**config.mk**
```make
export PLATFORM = sky130hd
export DESIGN_NAME = circular_queue_with_dump
export DESIGN_NICKNAME = d
export VERILOG_FILES = /design/src/rtl/core/cqd_pkg.sv /design/src/rtl/core/cqd_ram.sv /design/src/rtl/core/circular_queue_with_dump.sv
export VERILOG_INCLUDE_DIRS = /design/src /design/src/rtl/core
export SDC_FILE = /design/constraint.sdc
export NUM_CORES = 2
export LEC_CHECK = 0
export ABC_AREA = 1
export BUFFER_PORTS_ARGS = -buffer_cell sky130_fd_sc_hd__buf_4
export CORE_MARGIN = 3
export CORE_UTILIZATION = 25
export DETAILED_ROUTE_END_ITERATION = 8
export PLACE_DENSITY = 0.44
export SETUP_SLACK_MARGIN = 0.02
export SYNTH_ARGS = -nofsm -noshare
export SYNTH_HDL_FRONTEND = slang
export SYNTH_SLANG_ARGS = --single-unit
```
**constraint.sdc**
```tcl
create_clock -name clk -period 3.5 [get_ports clk]
set_input_delay 0.35 -clock clk [delete_from_list [all_inputs] [get_ports clk]]
set_output_delay 0.35 -clock clk [all_outputs]
set_load 0.005 [all_outputs]
```
**src/rtl/core/circular_queue_with_dump_assert.svh**
```systemverilog
// Assertion helpers for the queue RTL
`ifndef CIRCULAR_QUEUE_WITH_DUMP_ASSERT_SVH
`define CIRCULAR_QUEUE_WITH_DUMP_ASSERT_SVH

// same-cycle implication, idle during reset
`define CQD_ASSERT_IMPL(label, ante, cons, msg) \
	label: assert property (@(posedge clk) disable iff (!arst_n) (ante) |-> (cons)) \
		else $error(msg);

// next-cycle implication, idle during reset
`define CQD_ASSERT_NEXT(label, ante, cons, msg) \
	label: assert property (@(posedge clk) disable iff (!arst_n) (ante) |=> (cons)) \
		else $error(msg);

`endif

```
**src/rtl/core/cqd_pkg.sv**
```systemverilog
package cqd_pkg;

	// action codes (s_tuser)
	localparam logic [1:0] ACT_ENQ  = 2'd0;
	localparam logic [1:0] ACT_DEQ  = 2'd1;
	localparam logic [1:0] ACT_DUMP = 2'd2;

	// status codes (m_tuser)
	localparam logic [1:0] STAT_OK    = 2'd0;
	localparam logic [1:0] STAT_FULL  = 2'd1;
	localparam logic [1:0] STAT_EMPTY = 2'd2;

	localparam int unsigned WORD_W = 32;
	localparam int unsigned CAP_W  = 6;

	// control sequencer
	typedef enum logic [1:0] {
		S_IDLE   = 2'b01,
		S_STREAM = 2'b10
	} cqd_state_t;

endpackage

```
**src/rtl/core/cqd_ram.sv**
```systemverilog
// Simple dual-port RAM, one write port, one registered read port
module cqd_ram #(
	parameter int unsigned WIDTH = 32,
	parameter int unsigned DEPTH = 64
) (
	input  logic                     clk,
	input  logic                     we,
	input  logic [$clog2(DEPTH)-1:0] waddr,
	input  logic [WIDTH-1:0]         wdata,
	input  logic                     re,
	input  logic [$clog2(DEPTH)-1:0] raddr,
	output logic [WIDTH-1:0]         rdata
);

	logic [WIDTH-1:0] mem [DEPTH];

	// write port
	always_ff @(posedge clk) begin
		if (we) begin
			mem[waddr] <= wdata;
		end
	end

	// read port, data holds until the next read
	always_ff @(posedge clk) begin
		if (re) begin
			rdata <= mem[raddr];
		end
	end

endmodule

```
**src/rtl/core/circular_queue_with_dump.sv**
```systemverilog
// Ring-buffer FIFO of 32-bit words with a dump command. The ring has capacity+1
// slots with one always spare, so it holds up to capacity words (capacity is
// clamped to 1..SLOTS-1; writing it empties the queue). An enqueue's result is
// loaded straight into the output register; a dequeue's word comes out of the
// synchronous RAM the cycle after its read; a dump delivers one word per cycle
// through the single RAM read port when the output side does not stall. A new
// item is taken only once the block is idle, no capacity write is offered, and
// its output register is free or being drained. Every command gives one result
// (last set) except a non-empty dump, which gives one per held word, oldest
// first, with last on the newest. Action 3 is taken and dropped.
`include "circular_queue_with_dump_assert.svh"

module circular_queue_with_dump
	import cqd_pkg::*;
#(
	parameter int unsigned SLOTS = 64
) (
	input  logic              clk,
	input  logic              arst_n,
	// configuration write: capacity
	input  logic              cfg_valid,
	output logic              cfg_ready,
	input  logic [CAP_W-1:0]  cfg_data,
	// input items
	input  logic              s_tvalid,
	output logic              s_tready,
	input  logic [WORD_W-1:0] s_tdata,   // [31:0] push_value
	input  logic [1:0]        s_tuser,   // [1:0] action
	// result items
	output logic              m_tvalid,
	input  logic              m_tready,
	output logic [WORD_W-1:0] m_tdata,   // [31:0] word_out
	output logic [1:0]        m_tuser,   // [1:0] status
	output logic              m_tlast
);

	localparam int unsigned PW = $clog2(SLOTS);
	localparam logic [PW-1:0] LIM_MAX = PW'(SLOTS - 1);

	// clamp a capacity write to 1..SLOTS-1
	function automatic logic [PW-1:0] clamp_cap(input logic [CAP_W-1:0] c);
		logic [CAP_W:0] c_ext;
		logic [PW-1:0]  r;
		c_ext = {1'b0, c};
		if (c == '0) begin
			r = PW'(1);
		end else if (c_ext > (CAP_W+1)'(SLOTS - 1)) begin
			r = LIM_MAX;
		end else begin
			r = c[PW-1:0];
		end
		return r;
	endfunction

	// step around a ring whose last index is lim
	function automatic logic [PW-1:0] nxt(input logic [PW-1:0] i, input logic [PW-1:0] lim);
		logic [PW-1:0] r;
		if (i == lim) begin
			r = '0;
		end else begin
			r = i + PW'(1);
		end
		return r;
	endfunction

	cqd_state_t     state_q;
	logic [PW-1:0]  lim_q, head_q, tail_q, p_q;
	logic           pend_q, pend_last_q, more_q;
	logic           m_tvalid_q, m_tlast_q;
	logic [1:0]     m_tuser_q;
	logic [WORD_W-1:0] m_tdata_q;

	logic              acc, out_free, move, issue, empty, full;
	logic [PW-1:0]     nt_tail, nh, np;
	logic              ram_we, ram_re;
	logic [PW-1:0]     ram_raddr;
	logic [WORD_W-1:0] rd_data;
	logic              ld, ld_last;
	logic [1:0]        ld_stat;
	logic [WORD_W-1:0] ld_word;

	assign out_free  = !m_tvalid_q || m_tready;
	assign s_tready  = (state_q == S_IDLE) && out_free && !cfg_valid;
	assign cfg_ready = (state_q == S_IDLE);
	assign acc       = s_tvalid && s_tready;

	assign nt_tail = nxt(tail_q, lim_q);
	assign nh      = nxt(head_q, lim_q);
	assign np      = nxt(p_q, lim_q);
	assign empty   = (head_q == tail_q);
	assign full    = (nt_tail == head_q);

	// streaming: pending RAM word moves out, next read issues behind it
	assign move  = pend_q && out_free;
	assign issue = (state_q == S_STREAM) && more_q && (!pend_q || move);

	// memory port control
	assign ram_we    = acc && (s_tuser == ACT_ENQ) && !full;
	assign ram_re    = (acc && (s_tuser inside {ACT_DEQ, ACT_DUMP}) && !empty) || issue;
	assign ram_raddr = acc ? nh : np;

	cqd_ram #(
		.WIDTH (WORD_W),
		.DEPTH (SLOTS)
	) u_ram (
		.clk   (clk),
		.we    (ram_we),
		.waddr (nt_tail),
		.wdata (s_tdata),
		.re    (ram_re),
		.raddr (ram_raddr),
		.rdata (rd_data)
	);

	// output register load select
	always_comb begin
		ld      = 1'b0;
		ld_stat = STAT_OK;
		ld_word = '0;
		ld_last = 1'b1;
		if (move) begin
			ld      = 1'b1;
			ld_word = rd_data;
			ld_last = pend_last_q;
		end else if (acc) begin
			case (s_tuser)
				ACT_ENQ: begin
					ld      = 1'b1;
					ld_stat = full ? STAT_FULL : STAT_OK;
				end
				ACT_DEQ, ACT_DUMP: begin
					ld      = empty;
					ld_stat = STAT_EMPTY;
				end
				default: begin
					ld = 1'b0;
				end
			endcase
		end
	end

	// control state
	always_ff @(posedge clk or negedge arst_n) begin
		if (!arst_n) begin
			state_q    <= S_IDLE;
			lim_q      <= clamp_cap(CAP_W'(63));
			head_q     <= '0;
			tail_q     <= '0;
			p_q        <= '0;
			pend_q     <= 1'b0;
			more_q     <= 1'b0;
			m_tvalid_q <= 1'b0;
		end else begin
			if (ld) begin
				m_tvalid_q <= 1'b1;
			end else if (m_tready) begin
				m_tvalid_q <= 1'b0;
			end

			if (cfg_valid && cfg_ready) begin
				lim_q  <= clamp_cap(cfg_data);
				head_q <= '0;
				tail_q <= '0;
			end else if (acc) begin
				case (s_tuser)
					ACT_ENQ: begin
						if (!full) begin
							tail_q <= nt_tail;
						end
					end
					ACT_DEQ: begin
						if (!empty) begin
							head_q  <= nh;
							pend_q  <= 1'b1;
							more_q  <= 1'b0;
							state_q <= S_STREAM;
						end
					end
					ACT_DUMP: begin
						if (!empty) begin
							p_q     <= nh;
							pend_q  <= 1'b1;
							more_q  <= (nh != tail_q);
							state_q <= S_STREAM;
						end
					end
					default: begin
						state_q <= S_IDLE;
					end
				endcase
			end else if (state_q == S_STREAM) begin
				if (issue) begin
					p_q    <= np;
					pend_q <= 1'b1;
					more_q <= (np != tail_q);
				end else if (move) begin
					pend_q <= 1'b0;
				end
				if (move && pend_last_q) begin
					state_q <= S_IDLE;
				end
			end
		end
	end

	// payload registers
	always_ff @(posedge clk) begin
		if (ld) begin
			m_tuser_q <= ld_stat;
			m_tdata_q <= ld_word;
			m_tlast_q <= ld_last;
		end
		if (acc) begin
			pend_last_q <= (s_tuser == ACT_DEQ) || (nh == tail_q);
		end else if (issue) begin
			pend_last_q <= (np == tail_q);
		end
	end

	assign m_tvalid = m_tvalid_q;
	assign m_tdata  = m_tdata_q;
	assign m_tuser  = m_tuser_q;
	assign m_tlast  = m_tlast_q;

	`CQD_ASSERT_IMPL(a_ptr_in_ring, 1'b1, (head_q <= lim_q) && (tail_q <= lim_q), "pointer outside ring")
	`CQD_ASSERT_NEXT(a_pend_hold, pend_q && !out_free, pend_q && $stable(rd_data), "stalled word lost")
	`CQD_ASSERT_IMPL(a_idle_quiet, state_q == S_IDLE, !pend_q && !more_q, "read pending while idle")
	`CQD_ASSERT_IMPL(a_mid_dump, m_tvalid && !m_tlast, state_q == S_STREAM, "dump ended before last")

endmodule

```
== Word-level counts from Yosys, hierarchy flattened ==
Memory sizes are Yosys's and may differ from the RTL's. A register that Yosys moved wholly into a read port is not among the register bits.
Cells that the tools add are included.
Cells by class
  equal/unequal tests: 23
  bitwise logic cells: 2
  muxes and demuxes: 45
  reduce and logical (&&, ||, !) cells: 40
  $add $sub $neg: 3
Operators with widths (count)
  6-bit 2-to-1 mux: 17
  6-bit == test: 7
  1-bit 2-to-1 mux: 20
  6-bit by 1-bit adder with 6-bit output, second input constant: 3
  2-bit nonzero test: 8
  5-bit AND reduction: 3
  1-bit logical AND: 12
  6-bit inequality test: 2
  3-bit inequality test, second input constant: 3
  2-bit 2-to-1 mux: 4
  2-bit one-hot mux with 2 select lines: 2
  6-bit logical NOT: 1
  2-bit by 1-bit inequality test with 1-bit output, second input constant: 3
  2-bit inequality test, second input constant: 3
  3-bit AND reduction: 2
  6-bit AND reduction: 1
  1-bit logical NOT: 5
  2-bit by 1-bit == test with 1-bit output, second input constant: 2
  2-bit == test, second input constant: 2
  1-bit logical OR: 4
  1-bit one-hot mux with 2 select lines: 2
  2-bit OR reduction: 2
  3-bit by 1-bit inequality test with 1-bit output, second input constant: 1
  3-bit nonzero test: 1
  other kinds (2): 3
Storage, ports and cells
  flip-flop bits (word level): 65
  output and inout bits: 38
  word-level logic and storage cells: 126
  bits in writable memories: 2048
  memories kept: 1
Memory list
  u_ram.mem: words 64, width 32, rd ports 1, clocked after Yosys merged registers in 1, write ports 1, RTL line cqd_ram.sv:15  | logic [WIDTH-1:0] mem [DEPTH];

== Depth between registers and ports, before layout ==
  word-level depth: 9
  gate-level depth with buffers: 19

== Hierarchy ==
A second synthesis with hierarchy kept.
Unflattened totals
  cell total of the unflattened synthesis: 7302
  area, all modules: 86977.2 µm²
Modules (own cells, without submodules)
  cqd_ram: area each 83058.4 µm², instances 1, cells each 6769
  circular_queue_with_dump: area each 3918.8 µm², instances 1, cells each 533

== Worst setup path before layout ==
OpenSTA, ideal clock, no wires.
  kind: register to register
  start: register tail_q[0]
  end: memory u_ram.mem[0][0], enable pin
  period minus slack after synthesis: 3.638 ns
  arrival time: 3.217 ns
  library setup time: 0.421 ns
  cell stages (with the launch flop): 12
  buffers on the path: 1
  slack: -0.138 ns
  path through: dfrtp_1 -> clkbuf_2 -> xor2_1 -> a21oi_1 -> nand3_2 -> nand2_1 -> inv_1 -> o21ai_0 -> nor3_2 -> nand3_2 -> nand4_1 -> nor2_1
Between the ends
  cells in the longest elaborated chain, start to end: 7
  elaborated cells on any way between the ends: 8
Ends and longest elaborated chain
  start: declaration: RTL line circular_queue_with_dump.sv:67  | logic [PW-1:0] lim_q, head_q, tail_q, p_q;
  start signal: assignment: RTL line circular_queue_with_dump.sv:168  | tail_q <= nt_tail;
  6-bit by 1-bit adder with 6-bit output / 6-bit == test (equally long branches): RTL line circular_queue_with_dump.sv:61, circular_queue_with_dump.sv:58
  6-bit 2-to-1 mux *: RTL line circular_queue_with_dump.sv:58  | if (i == lim) begin
  6-bit == test: RTL line circular_queue_with_dump.sv:91  | assign full = (nt_tail == head_q);
  1-bit logical NOT
  1-bit logical AND: RTL line circular_queue_with_dump.sv:98  | assign ram_we = acc && (s_tuser == ACT_ENQ) && !full;
  1-bit 2-to-1 mux: RTL line cqd_ram.sv:19  | if (we) begin
  1-bit 2-to-1 mux (not written as such): RTL line cqd_ram.sv:20  | mem[waddr] <= wdata;
  end: declaration: RTL line cqd_ram.sv:15
Mark *: on every way between the ends. The rest lies on a longest branch, timed or not.

== Worst setup path after layout ==
  start: register head_q[5]
  end: register u_ram.rdata[0], read port of u_ram.mem (data pin)
Between the ends
  cells in the longest elaborated chain, start to end: 4
  elaborated cells on any way between the ends: 8
Ends and longest elaborated chain
  start: declaration: RTL line circular_queue_with_dump.sv:67
  start signal: assignment: RTL line circular_queue_with_dump.sv:173  | head_q <= nh;
  branches (longest 4 deep; another with 6-bit by 1-bit adder with 6-bit output)
  end: declaration: RTL line cqd_ram.sv:12  | output logic [WIDTH-1:0] rdata
Parallel ways; which one is timed is not known.
A chain may end at the register's enable or synchronous reset.

==> results.py <==
metrics = {
    "power": {
        "power_switching_w": 0.0432,
        "leakage_nw": 42.5,
        "clock_power_share_pct": 23.7,
        "irDropWorstVdd_mv": 0.633,
        "p_sw_share_pct": 42.3,
        "power_frac_comb_pct": 47.8,
        "power_density_nw_per_um2": 903,
        "seq_power_share_pct": 28.4,
        "internal_power_w": 0.0588,
        "p_total_w": 0.102,
    },
    "worst_setup_path": {
        "critPathCaptureType": "flip-flop",
        "r2r_end": "u_ram.rdata[0]",
        "critPathArrivalTime_ns": 4.12,
        "rr_worst_depth": 17,
        "startpoint_type": "flip-flop",
        "reg2reg_from": "head_q[5]",
        "ff2ff_setup_slack_ns": 0.11,
        "crit_start": "head_q[5]",
        "criticalPathCategory": "reg -> reg",
        "crit_end": "u_ram.rdata[0]",
        "required_ns": 4.23,
        "path_max_fanout": 39,
    },
    "yosys": {
        "synth_warnings": 0,
        "async_flop_share_pct": 1.35,
        "yosysTopAreaCell": "edfxtp_1",
        "synth_flop_cell": "edfxtp_1",
        "synth-seq-area-share_pct": 68.4,
        "synth.area.top_cells": "edfxtp_1 68%, nand3_1 10%, nand3b_1 6.1%",
        "synth_top_area_share_pct": 67.7,
        "ys_seq_elements": 2145,
        "ys_types": 40,
        "netlist_instances": 8321,
        "synth_edf_count": 2116,
        "avgSynthCellArea_um2": 11.3,
        "synthesis.nets": 8373,
        "netlist_area_um2": 93900,
    },
    "floorplan": {
        "dieArea_um2": 383000,
        "rows": 224,
        "core_region_area_um2": 373000,
        "io_pins": 83,
        "die_h_um": 619,
        "start_util_pct": 25.2,
        "die_w_um": 619,
    },
    "global_route": {
        "grt_pass1_vias": 63400,
        "globalRouteOverflowTotal": 0,
        "antenna_found_initial": 21,
        "grtUsageTotal_pct": 16.5,
        "grt_pass1_wl_um": 463000,
        "grt_max_degree": 85,
    },
    "routing": {
        "num_vias": 64100,
        "drc_errors": 0,
        "drt_wl_total_um": 323000,
        "vias_per_cell": 4.63,
        "dr.pass1.iters": 6,
        "wire_per_inst_um": 23.4,
        "ant_nets": 0,
        "drt_iter0_markers": 6299,
    },
    "sta": {
        "final-hold-violation-count": 0,
        "relSlewSlack_pct": 23.5,
        "rsz0062_at_grt": "false",
        "fin_crit_sh_pct": 96.9,
        "skew_ns": 0.0555,
        "fmax_ghz": 0.295,
        "setup_viol": 0,
        "slew_violations": 0,
        "worst_pin_slew_ns": 1.14,
        "holdWs_ns": 0.0526,
        "period_needed_ns": 3.39,
    },
    "placed_design": {
        "post-dp-hpwl_um": 196000,
        "place.port_buffers": 82,
        "routabilityCongestion": 0.803,
        "dp_cells": 13400,
    },
    "finish": {
        "area_growth_pct": 20.2,
        "instances_no_fill": 13800,
        "layout-drive-gt1-share_pct": 12.3,
        "final_nets": 8719,
        "final_cell_mix": "2116 x edfxtp_1, 1864 x nand3_1, 1463 x nand2_1",
        "final_common_cell": "edfxtp_1",
        "final_util_pct": 30.3,
    },
    "worst_hold_path": {
        "hold_class": "in -> reg",
    },
    "clock_network": {
        "worst_skew_pair.late_latency_ns": 0.90,
        "cts_made_buffers": 239,
        "cts_buffer_depth": 4,
        "ctsHtreeMaxLevel": 4,
        "root_buffer": "clkbuf_16",
        "clk_pin_slew_ns": 0.07,
        "cts_sinks": 2145,
        "cts_tree": "built",
    },
    "run": {
        "cap_violations": 0,
    },
    "outcome": {
        "status": "complete, no violations",
    },
}
==> per-layer routing <==
layer  global-route usage (%)  up-vias  share of wire (%)
li1                         -    29400                  -
met1                     21.7    32400                 43
met2                     28.5     1889                 49
met3                     2.05      428                5.3
met4                     4.21        0                2.4
met5                        0        -                  0
==> logic make-up (layout without fill, tap and decap cells) <==
group	count (synthesis)	count (layout)	synth area share, %
AO/OA/AOI/OAI	179	179	0.978
XOR/XNOR	22	22	0.205
adder cells (fa/ha/maj)	7	7	0.0932
buffers and inverters	1668	2201	7.32
flip-flops	2145	2145	68.4
other	0	14	0
AND/OR/NAND/NOR	4300	4300	23.0
==> sequential cells by signal, summed over array words and instances, names as in the netlist <==
name	flops
pend_q	1
state_q	2
m_tuser	2
lim_q	6
u_ram.rdata	32
m_tdata	32
tail_q	6
m_tlast	1
head_q	6
p_q	6
more_q	1
u_ram.mem	2048
pend_last_q	1
m_tvalid	1
==> cells in the mapped netlist, types with 11 or more instances <==
master    instances
dfrtp_1          22
o21ai_0         122
buf_2           387
xor2_1           22
buf_4            27
nand2_1        1468
o21ai_1          34
nand3_1        1891
a21oi_1          11
nand3b_1        768
edfxtp_1       2116
inv_1          1100
nand4_1          11
inv_2            17
clkbuf_1        115
buf_1            14
nor2_1          128
==> cell type report <==
class	count	area, um^2
Antenna cell	14	35.0
Clock buffer	294	6270
Clock inverter	134	1060
Fill cell	37900	260000
Inverter	1121	4240
Multi-Input combinational cell	4508	23500
Sequential cell	2145	64300
Tap cell	4972	6220
Timing Repair Buffer	652	7260
==> how the worst min path moves through the flow <==
stage | cells past startpoint | from | to
after floorplan | 0 | arst_n | head_q[0]
after global placement | 1 | arst_n | m_tvalid
after detailed placement | 1 | arst_n | m_tvalid
after CTS | 6 | s_tvalid | more_q
after global routing | 1 | s_tdata[10] | u_ram.mem[42][10]
final | 1 | s_tdata[15] | u_ram.mem[39][15]
==> worst max-delay path, cell delays in order, from the launching register on <==
cell,delay [ns]
dfrtp_1,0.47
inv_2,0.16
nand2_1,0.07
nand2_1,0.08
nor2_2,0.05
nand3_4,0.12
nand2_2,0.09
nand2_1,0.16
nand2_8,0.14
inv_16,0.23
buf_12,0.30
buf_4,0.31
nand3_1,0.11
nand3_1,0.08
nand3_1,0.13
nand3_1,0.29
nand3_2,0.24
nand2_1,0.13
==> what timing repair did <==
| action | 4_1_cts | 5_1_grt |
|---|---|---|
| hold buffers | 24 | 0 |
| endpoints found under the setup margin | 9 | 606 |
| endpoints found under the hold margin | 81 | 0 |
| buffers inserted | 0 | 3 |
| gates resized for setup | 10 | 53 |
| pin swaps | 0 | 1 |
| gates cloned | 0 | 2 |
==> through the flow <==
step	setup TNS [ns]	setup WS (ns)	instance area, um^2
after floorplan	-270.08	-0.138	93900
after global routing	0	0.0122	113000
after CTS	0	0.0356	112000
after detailed placement	-0.366	-0.166	105000
final	0	0.109	113000
after global placement	-0.421	-0.193	105000
==> power groups by stage <==
stage / Clock [W] / Sequential, W / Combinational (W)
3_3_place_gp: 0 / 0.0295 / 0.0483
5_1_grt: 0.0258 / 0.0290 / 0.0530
2_1_floorplan: 0 / 0.0295 / 0.0265
4_1_cts: 0.0248 / 0.0290 / 0.0485
6_report: 0.0242 / 0.0290 / 0.0488
3_5_place_dp: 0 / 0.0295 / 0.0482
No activity file was read; power rests on OpenSTA's default activity.
